<file path="config.mk">
export PLATFORM = sky130hd
export DESIGN_NAME = text_glyph_layout
export DESIGN_NICKNAME = d
export VERILOG_FILES = /design/src/rtl/tgl_pkg.sv /design/src/rtl/tgl_front.sv /design/src/rtl/tgl_queue.sv /design/src/rtl/tgl_back.sv /design/src/rtl/text_glyph_layout.sv
export SDC_FILE = /design/constraint.sdc
export NUM_CORES = 1
export LEC_CHECK = 0
export ABC_AREA = 1
export BUFFER_PORTS_ARGS = -buffer_cell sky130_fd_sc_hd__buf_2
export CORE_MARGIN = 2
export CORE_UTILIZATION = 56
export DETAILED_ROUTE_END_ITERATION = 8
export HOLD_SLACK_MARGIN = 0.12
export PLACE_DENSITY = 0.77
export SLEW_MARGIN = 30
export SYNTH_ARGS = -nofsm -noshare
export SYNTH_HDL_FRONTEND = slang
export SYNTH_SLANG_ARGS = --single-unit
</file>
<file path="constraint.sdc">
create_clock -name aclk -period 5.69 [get_ports aclk]
set_input_delay 0.2845 -clock aclk [delete_from_list [all_inputs] [get_ports aclk]]
set_output_delay 0.2845 -clock aclk [all_outputs]
set_load 0.01 [all_outputs]
</file>
<file path="src/rtl/tgl_pkg.sv">
// Shared types, constants and the square-pattern table for the text glyph layout block.
// Used by every module of the block; has no dependencies of its own.
package tgl_pkg;

    localparam int CoordBits     = 16;
    localparam int ScaleBits     = 5;
    localparam int SrcBits       = 10;
    localparam int QueueDepth    = 4;
    localparam int QueueAddrBits = $clog2(QueueDepth);
    localparam int StepBits      = 5;
    localparam int BigNDraws     = 19;
    localparam int SmallNDraws   = 11;

    localparam logic [ScaleBits-1:0] ScaleReset = 5'd1;

    localparam logic [7:0] CharTab        = 8'h09;
    localparam logic [7:0] CharNewline    = 8'h0A;
    localparam logic [7:0] CharSpace      = 8'h20;
    localparam logic [7:0] CharBigN       = 8'h4E;
    localparam logic [7:0] CharSmallN     = 8'h6E;
    localparam logic [7:0] FirstPrintable = 8'd33;

    localparam logic [SrcBits-1:0] PlaceholderSrc = 10'd376;
    localparam logic [3:0]         LineAdvance    = 4'd11;

    localparam logic DRAW_GLYPH  = 1'b0;
    localparam logic DRAW_SQUARE = 1'b1;

    typedef logic [CoordBits-1:0] tgl_coord_t;

    typedef struct packed {
        logic [7:0]                  char_code;
        logic                        first_of_string;
        logic signed [CoordBits-1:0] start_x;
        logic signed [CoordBits-1:0] start_y;
    } tgl_in_t;

    typedef struct packed {
        logic                        draw_kind;
        logic [SrcBits-1:0]          source_x;
        logic signed [CoordBits-1:0] dest_x;
        logic signed [CoordBits-1:0] dest_y;
        logic                        last;
    } tgl_out_t;

    typedef enum logic [1:0] {
        CMD_GLYPH,
        CMD_BIG_N,
        CMD_SMALL_N
    } tgl_cmd_kind_t;

    // One queued drawing job: a single glyph copy or a whole square pattern.
    typedef struct packed {
        tgl_cmd_kind_t      kind;
        logic [SrcBits-1:0] source_x;
        tgl_coord_t         pen_x;
        tgl_coord_t         pen_y;
    } tgl_cmd_t;

    typedef struct packed {
        logic empty;
        logic full;
    } tgl_q_status_t;

    typedef struct packed {
        logic [2:0] col;
        logic [3:0] row;
    } tgl_pos_t;

    // Square positions of the N and n patterns, column by column, top to bottom.
    function automatic tgl_pos_t n_pos(input logic big, input logic [StepBits-1:0] step);
        tgl_pos_t p;
        if (big) begin
            if (step < 5'd9) begin
                p.col = 3'd0;
                p.row = 4'(step);
            end else if (step == 5'd9) begin
                p.col = 3'd2;
                p.row = 4'd5;
            end else begin
                p.col = 3'd4;
                p.row = 4'(step - 5'd9);
            end
        end else begin
            if (step < 5'd5) begin
                p.col = 3'd0;
                p.row = 4'(step + 5'd4);
            end else if (step == 5'd5) begin
                p.col = 3'd2;
                p.row = 4'd6;
            end else begin
                p.col = 3'd4;
                p.row = 4'(step - 5'd1);
            end
        end
        return p;
    endfunction

endpackage

</file>
<file path="src/rtl/tgl_front.sv">
// Front end: accepts characters, keeps the pen state and queues drawing jobs.
// Depends on tgl_pkg.
module tgl_front (
    input  logic                           aclk,
    input  logic                           aresetn,
    input  logic [tgl_pkg::ScaleBits-1:0]  scale,
    input  logic                           s_valid,
    output logic                           s_ready,
    input  tgl_pkg::tgl_in_t               s_data,
    input  tgl_pkg::tgl_q_status_t         q_status,
    output logic                           q_push,
    output tgl_pkg::tgl_cmd_t              q_cmd
);
    import tgl_pkg::*;

    tgl_coord_t pen_x_reg, pen_x_next;
    tgl_coord_t pen_y_reg, pen_y_next;
    tgl_coord_t line_x_reg, line_x_next;

    tgl_coord_t base_x, base_y, base_line;
    tgl_coord_t adv4, adv16, adv6, adv_line;
    logic       accept;

    assign s_ready = !q_status.full;
    assign accept  = s_valid && s_ready;

    always_comb begin
        adv4     = CoordBits'({scale, 2'b00});
        adv16    = CoordBits'({scale, 4'b0000});
        adv6     = CoordBits'(8'(scale) * 8'd6);
        adv_line = CoordBits'(9'(scale) * 9'(LineAdvance));

        if (s_data.first_of_string) begin
            base_x    = s_data.start_x;
            base_y    = s_data.start_y;
            base_line = s_data.start_x;
        end else begin
            base_x    = pen_x_reg;
            base_y    = pen_y_reg;
            base_line = line_x_reg;
        end

        q_push       = 1'b0;
        q_cmd.kind   = CMD_GLYPH;
        q_cmd.source_x = '0;
        q_cmd.pen_x  = base_x;
        q_cmd.pen_y  = base_y;
        pen_x_next   = base_x + adv4;
        pen_y_next   = base_y;
        line_x_next  = base_line;

        case (s_data.char_code)
            CharNewline: begin
                pen_x_next = base_line;
                pen_y_next = base_y + adv_line;
            end
            CharSpace: begin
                pen_x_next = base_x + adv4;
            end
            CharTab: begin
                pen_x_next = base_x + adv16;
            end
            CharBigN: begin
                q_push     = accept;
                q_cmd.kind = CMD_BIG_N;
                pen_x_next = base_x + adv6;
            end
            CharSmallN: begin
                q_push     = accept;
                q_cmd.kind = CMD_SMALL_N;
                pen_x_next = base_x + adv6;
            end
            default: begin
                q_push = accept;
                if (s_data.char_code < FirstPrintable) begin
                    q_cmd.source_x = PlaceholderSrc;
                end else begin
                    q_cmd.source_x = {8'(s_data.char_code - FirstPrintable), 2'b00};
                end
            end
        endcase

        if (!accept) begin
            pen_x_next  = pen_x_reg;
            pen_y_next  = pen_y_reg;
            line_x_next = line_x_reg;
        end
    end

    always_ff @(posedge aclk) begin
        if (!aresetn) begin
            pen_x_reg  <= '0;
            pen_y_reg  <= '0;
            line_x_reg <= '0;
        end else begin
            pen_x_reg  <= pen_x_next;
            pen_y_reg  <= pen_y_next;
            line_x_reg <= line_x_next;
        end
    end

endmodule

</file>
<file path="src/rtl/tgl_queue.sv">
// Short job queue between the front end and the draw sequencer.
// Depends on tgl_pkg.
module tgl_queue (
    input  logic                   aclk,
    input  logic                   aresetn,
    input  logic                   push,
    input  tgl_pkg::tgl_cmd_t      push_cmd,
    input  logic                   pop,
    output tgl_pkg::tgl_cmd_t      head_cmd,
    output tgl_pkg::tgl_q_status_t status
);
    import tgl_pkg::*;

    tgl_cmd_t                 entry_reg [QueueDepth];
    logic [QueueAddrBits-1:0] wr_ptr_reg, wr_ptr_next;
    logic [QueueAddrBits-1:0] rd_ptr_reg, rd_ptr_next;
    logic [QueueAddrBits:0]   count_reg, count_next;

    assign head_cmd     = entry_reg[rd_ptr_reg];
    assign status.empty = (count_reg == '0);
    assign status.full  = (count_reg == (QueueAddrBits+1)'(QueueDepth));

    always_comb begin
        wr_ptr_next = push ? wr_ptr_reg + 1'b1 : wr_ptr_reg;
        rd_ptr_next = pop  ? rd_ptr_reg + 1'b1 : rd_ptr_reg;
        count_next  = count_reg;
        if (push && !pop) begin
            count_next = count_reg + 1'b1;
        end else if (pop && !push) begin
            count_next = count_reg - 1'b1;
        end
    end

    always_ff @(posedge aclk) begin
        if (push) begin
            entry_reg[wr_ptr_reg] <= push_cmd;
        end
    end

    always_ff @(posedge aclk) begin
        if (!aresetn) begin
            wr_ptr_reg <= '0;
            rd_ptr_reg <= '0;
            count_reg  <= '0;
        end else begin
            wr_ptr_reg <= wr_ptr_next;
            rd_ptr_reg <= rd_ptr_next;
            count_reg  <= count_next;
        end
    end

endmodule

</file>
<file path="src/rtl/tgl_back.sv">
// Draw sequencer: turns queued jobs into draw transfers, one per cycle unless m_ready stalls.
// Depends on tgl_pkg.
module tgl_back (
    input  logic                           aclk,
    input  logic                           aresetn,
    input  logic [tgl_pkg::ScaleBits-1:0]  scale,
    input  tgl_pkg::tgl_cmd_t              head_cmd,
    input  tgl_pkg::tgl_q_status_t         q_status,
    output logic                           q_pop,
    output logic                           m_valid,
    input  logic                           m_ready,
    output tgl_pkg::tgl_out_t              m_data
);
    import tgl_pkg::*;

    logic                m_valid_reg, m_valid_next;
    tgl_out_t            m_data_reg, m_data_next;
    logic [StepBits-1:0] step_reg, step_next;

    tgl_pos_t  pos;
    tgl_out_t  draw;
    logic      load;
    logic      is_square;
    logic      last_draw;
    logic [7:0] x_off;
    logic [8:0] y_off;

    assign m_valid = m_valid_reg;
    assign m_data  = m_data_reg;

    always_comb begin
        load      = !q_status.empty && (!m_valid_reg || m_ready);
        is_square = (head_cmd.kind == CMD_BIG_N) || (head_cmd.kind == CMD_SMALL_N);
        pos       = n_pos(head_cmd.kind == CMD_BIG_N, step_reg);
        x_off     = 8'(pos.col) * 8'(scale);
        y_off     = 9'(pos.row) * 9'(scale);

        if (!is_square) begin
            last_draw = 1'b1;
        end else if (head_cmd.kind == CMD_BIG_N) begin
            last_draw = (step_reg == StepBits'(BigNDraws - 1));
        end else begin
            last_draw = (step_reg == StepBits'(SmallNDraws - 1));
        end

        draw.last = last_draw;
        if (is_square) begin
            draw.draw_kind = DRAW_SQUARE;
            draw.source_x  = '0;
            draw.dest_x    = head_cmd.pen_x + CoordBits'(x_off);
            draw.dest_y    = head_cmd.pen_y + CoordBits'(y_off);
        end else begin
            draw.draw_kind = DRAW_GLYPH;
            draw.source_x  = head_cmd.source_x;
            draw.dest_x    = head_cmd.pen_x;
            draw.dest_y    = head_cmd.pen_y;
        end

        q_pop = load && last_draw;

        if (load) begin
            m_valid_next = 1'b1;
            m_data_next  = draw;
            step_next    = last_draw ? '0 : step_reg + 1'b1;
        end else begin
            m_valid_next = m_valid_reg && !m_ready;
            m_data_next  = m_data_reg;
            step_next    = step_reg;
        end
    end

    always_ff @(posedge aclk) begin
        m_data_reg <= m_data_next;
    end

    always_ff @(posedge aclk) begin
        if (!aresetn) begin
            m_valid_reg <= 1'b0;
            step_reg    <= '0;
        end else begin
            m_valid_reg <= m_valid_next;
            step_reg    <= step_next;
        end
    end

endmodule

</file>
<file path="src/rtl/text_glyph_layout.sv">
// Top level of the text glyph layout block: scale register, front end, job queue, sequencer.
// Depends on tgl_pkg, tgl_front, tgl_queue and tgl_back.
//
//   Channel   Direction  Handshake            Payload
//   s_        in         s_valid / s_ready    tgl_in_t: one character
//   m_        out        m_valid / m_ready    tgl_out_t: one draw
//   cfg_      in         cfg_valid/cfg_ready  5-bit scale
//
// A character is accepted whenever the four-entry job queue has room; newline, space
// and tab only move the pen and queue no jobs for the sequencer. Unless m_ready stalls
// it, the sequencer emits one draw per cycle: one for a glyph, 19 for N and 11 for n,
// so the draw output port sets the sustained rate. The first draw passes the queue
// entry, then the output register. Reset (aresetn, synchronous) clears the pen, the queue
// and sets scale to 1. A stalled m_ready holds the output register and backs up the queue.
module text_glyph_layout (
    input  logic                          aclk,
    input  logic                          aresetn,
    input  logic                          s_valid,
    output logic                          s_ready,
    input  tgl_pkg::tgl_in_t              s_data,
    output logic                          m_valid,
    input  logic                          m_ready,
    output tgl_pkg::tgl_out_t             m_data,
    input  logic                          cfg_valid,
    output logic                          cfg_ready,
    input  logic [tgl_pkg::ScaleBits-1:0] cfg_data
);
    import tgl_pkg::*;

    logic [ScaleBits-1:0] scale_reg, scale_next;
    tgl_q_status_t        q_status;
    tgl_cmd_t             push_cmd, head_cmd;
    logic                 q_push, q_pop;

    assign cfg_ready  = 1'b1;
    assign scale_next = (cfg_valid && cfg_ready) ? cfg_data : scale_reg;

    always_ff @(posedge aclk) begin
        if (!aresetn) begin
            scale_reg <= ScaleReset;
        end else begin
            scale_reg <= scale_next;
        end
    end

    tgl_front u_front (
        .aclk     (aclk),
        .aresetn  (aresetn),
        .scale    (scale_reg),
        .s_valid  (s_valid),
        .s_ready  (s_ready),
        .s_data   (s_data),
        .q_status (q_status),
        .q_push   (q_push),
        .q_cmd    (push_cmd)
    );

    tgl_queue u_queue (
        .aclk     (aclk),
        .aresetn  (aresetn),
        .push     (q_push),
        .push_cmd (push_cmd),
        .pop      (q_pop),
        .head_cmd (head_cmd),
        .status   (q_status)
    );

    tgl_back u_back (
        .aclk     (aclk),
        .aresetn  (aresetn),
        .scale    (scale_reg),
        .head_cmd (head_cmd),
        .q_status (q_status),
        .q_pop    (q_pop),
        .m_valid  (m_valid),
        .m_ready  (m_ready),
        .m_data   (m_data)
    );

endmodule
</file>
==> flow_metrics.env <==
export IMPL_die_area_sq_um=29800
export IMPL_clock_path_buffers=3
export IMPL_core_sq_um=27900
export IMPL_grtUsageTotal_pct=24.9
export IMPL_tns_ns=0
export IMPL_status="complete, no violations"
export IMPL_post_drt_via_cell_ratio=5.53
export IMPL_synth_compound_area_share_pct=11.4
export IMPL_p_comb_share_pct=43.2
export IMPL_clkTransAtPathRegs_ns=0.06
export IMPL_rsz0062_at_grt="false"
export IMPL_antenna_left=0
export IMPL_cp_data_required_time_ns=6.02
export IMPL_port_buffers=94
export IMPL_drive_gt1_share_pct=12.5
export IMPL_synth_top_family_by_area="simple AND/OR/NAND/NOR gates"
export IMPL_synth_ff_type="edfxtp_1"
export IMPL_post_dp_hpwl_mm=26.3
export IMPL_syn_area_sq_um=15900
export IMPL_ios=98
export IMPL_dieWidth_microns=173
export IMPL_cts_buffers=29
export IMPL_max_slew_margin_pct=35.2
export IMPL_fin_skew_ns=0.0207
export IMPL_yosysSeqAreaShare_pct=48.1
export IMPL_die_h_microns=173
export IMPL_min_path_type="in -> reg"
export IMPL_synth_mux_area_share_pct=0.0628
export IMPL_h_tree_depth=1
export IMPL_slew_violations=0
export IMPL_fin_crit_sh_pct=91.7
export IMPL_antenna_found_initial=0
export IMPL_grt_pass1_wl_mm=60.5
export IMPL_ys_warn_count=0
export IMPL_cts_tree="done"
export IMPL_critical_path_class="reg -> reg"
export IMPL_yosys_cell_types_count=57
export IMPL_yosys_area_top_type="edfxtp_1"
export IMPL_cts_setup_buffers=0
export IMPL_synthAdderAreaFrac_pct=10.4
export IMPL_num_rows=61
export IMPL_cellLeakagePower_uw=0.00780
export IMPL_worstPathMaxFanout=13
export IMPL_synthTopCellsByArea="edfxtp_1, nand2_1, dfxtp_1"
export IMPL_wire_per_inst_microns=16.4
export IMPL_n_antenna_cell=0
export IMPL_grt_pass1_vias=12200
export IMPL_fin_crit_ns=5.22
export IMPL_power_density_nw_per_um2=472
export IMPL_synth_top_area_share_pct=39.6
export IMPL_sw_frac_of_total_pct=40.0
export IMPL_clk_latency_ns=0.58
export IMPL_ir_drop_mv=0.344
export IMPL_initial_core_util_pct=57.1
export IMPL_cts_sinks=278
export IMPL_num_vias=12700
export IMPL_worstMarginPinSlew_ns=0.961
export IMPL_grt_max_degree=63
export IMPL_synth_edf_count=210
export IMPL_overflow=0
export IMPL_largest_reg_flops=168
export IMPL_switchingPower_uw=3390
export IMPL_drtIter0Drc=1164
export IMPL_final_hold_viol_count=0
export IMPL_crit_path_start_kind="flop"
export IMPL_synthCells=1798
export IMPL_stdcell_area_sq_um=18000
export IMPL_setup_viol=0
export IMPL_avgSynthCellArea_sq_um=8.87
export IMPL_cts_root_buf="clkbuf_16"
export IMPL_drt_pass1_iterations=9
export IMPL_syn_to_final_growth_pct=12.7
export IMPL_synth_xor_area_share_pct=1.81
export IMPL_place_gp_congestion=0.956
export IMPL_power_frac_clock_pct=22.8
export IMPL_max_freq_mhz=192
export IMPL_totalWireLength_mm=37.9
export IMPL_ys_async_sr_fraction_pct=0
export IMPL_post_route_drc_count=0
export IMPL_yosys_area_share_simple_pct=20.8
export IMPL_p_seq_share_pct=34.0
export IMPL_max_cap_violations=0
export IMPL_crit_arrival_ns=5.55
export IMPL_nets=2067
export IMPL_end_kind="flop"
export IMPL_p_int_uw=5090
export IMPL_placed_area_sq_um=16700
export IMPL_ys_ff_latch=278
[kinds of logic (layout without fill, tap and decap cells)]
kind of cell             count (synthesis)  after routing
AO/OA/AOI/OAI                          322            322
adder cells (fa/ha/maj)                115            115
AND/OR/NAND/NOR                        757            757
XOR/XNOR                                33             33
other                                    2              3
buffers and inverters                  290            415
multiplexers                             1              1
flip-flops                             278            278
[synthesized netlist by cell type, drive strengths merged, types with 3 or more instances]
cell type	n
nand3b	3
nand4	16
a32oi	7
a211oi	6
nor2	184
o21ai	136
a31oi	24
fa	30
a21boi	3
a32o	12
xnor2	10
nor3	7
nand2	424
xor2	23
o22ai	12
nand3	105
clkbuf	25
a21oi	108
dfxtp	68
o211ai	4
buf	40
edfxtp	210
or2	14
inv	224
ha	85
[worst max-delay path: stages (launching register included)]
cell      delay [ns]
dfxtp_1         0.34
inv_2           0.22
o21ai_0         0.15
o22ai_1         0.18
ha_2            0.32
inv_1           0.10
nor2_1          0.19
a21oi_1         0.07
a21oi_2         0.25
or2_2           0.17
fa_1            0.43
fa_1            0.52
fa_1            0.55
inv_1           0.05
ha_1            0.35
nand2_1         0.11
nand2_1         0.06
a21oi_1         0.19
o21bai_1        0.12
nand2_1         0.07
nand2_1         0.06
nand2_1         0.07
nand2_1         0.11
nand2_1         0.10
xor2_1          0.14
inv_1           0.05
[metrics by stage]
step / std cells / total power [uW] / util, % / setup WS (ns) / hold WS, ns
final: 2302 / 8480 / 64.3 / 0.474 / 0.140
after CTS: 2302 / 8470 / 64.3 / 0.292 / 0.124
after detailed placement: 2224 / 6520 / 59.9 / 0.300 / 0.453
after global placement: 2224 / 6380 / 59.9 / 0.502 / 0.446
after floorplan: 1799 / 5550 / - / 0.359 / 0.385
after global routing: 2302 / 9100 / 64.3 / 0.0418 / 0.140
[cell type report]
type                       instances  area [sq um]
clock buffer                      35           788
fill                            2298          9970
tap                              378           473
inverter                         225           847
multi-input combinational       1231          7150
sequential                       278          7670
clock inverter                    19           194
timing repair buffer             136           846
[power groups by stage]
stage | combinational (uW) | sequential, uW | clock, uW
5_1_grt | 4150 | 2920 | 2030
3_5_place_dp | 3600 | 2920 | 0
2_1_floorplan | 2540 | 3010 | 0
3_3_place_gp | 3460 | 2910 | 0
6_report | 3670 | 2880 | 1940
4_1_cts | 3630 | 2880 | 1950
[routing by layer]
| layer | GRT usage [%] | vias to the layer above | share of wire, % |
|---|---|---|---|
| li1 | - | 6219 | - |
| met1 | 33.8 | 6009 | 43 |
| met2 | 42.5 | 429 | 48 |
| met3 | 3.03 | 67 | 6.4 |
| met4 | 6.78 | 0 | 2.3 |
| met5 | 0 | - | 0 |
[placed cells by master, fill, tap and decap left out, drive strengths merged, types with 3 or more instances in the layout]
cell	n
nand2	424
inv	232
edfxtp	210
nor2	184
o21ai	136
buf	112
a21oi	108
nand3	105
ha	85
dfxtp	68
clkbuf	35
fa	30
a31oi	24
dlygate4sd3	24
xor2	23
nand4	16
or2	14
o22ai	12
a32o	12
xnor2	10
nor3	7
a32oi	7
clkinv	7
a211oi	6
o211ai	4
nand3b	3
conb	3
clkinvlp	3
a21boi	3
[timing repair]
action | CTS | global route
setup endpoints to repair | 0 | 5
hold endpoints to repair | 21 | 0
gates resized for setup | 0 | 2
hold buffers | 24 | 0
[worst paths after layout]
| path | from | to | slack, ns | cells past startpoint |
|---|---|---|---|---|
| max | flop | u_back.m_data[12] | 0.47 | 25 |
| min reg2reg | u_front.pen_x_reg[5] | u_front.pen_x_reg[5] | 0.46 | 2 |
| max reg2reg | flop | u_back.m_data[12] | 0.47 | 25 |
| min | s_data[26] | u_front.line_x_reg[10] | 0.14 | 5 |
Note: power is estimated with default switching activity, not from simulation.
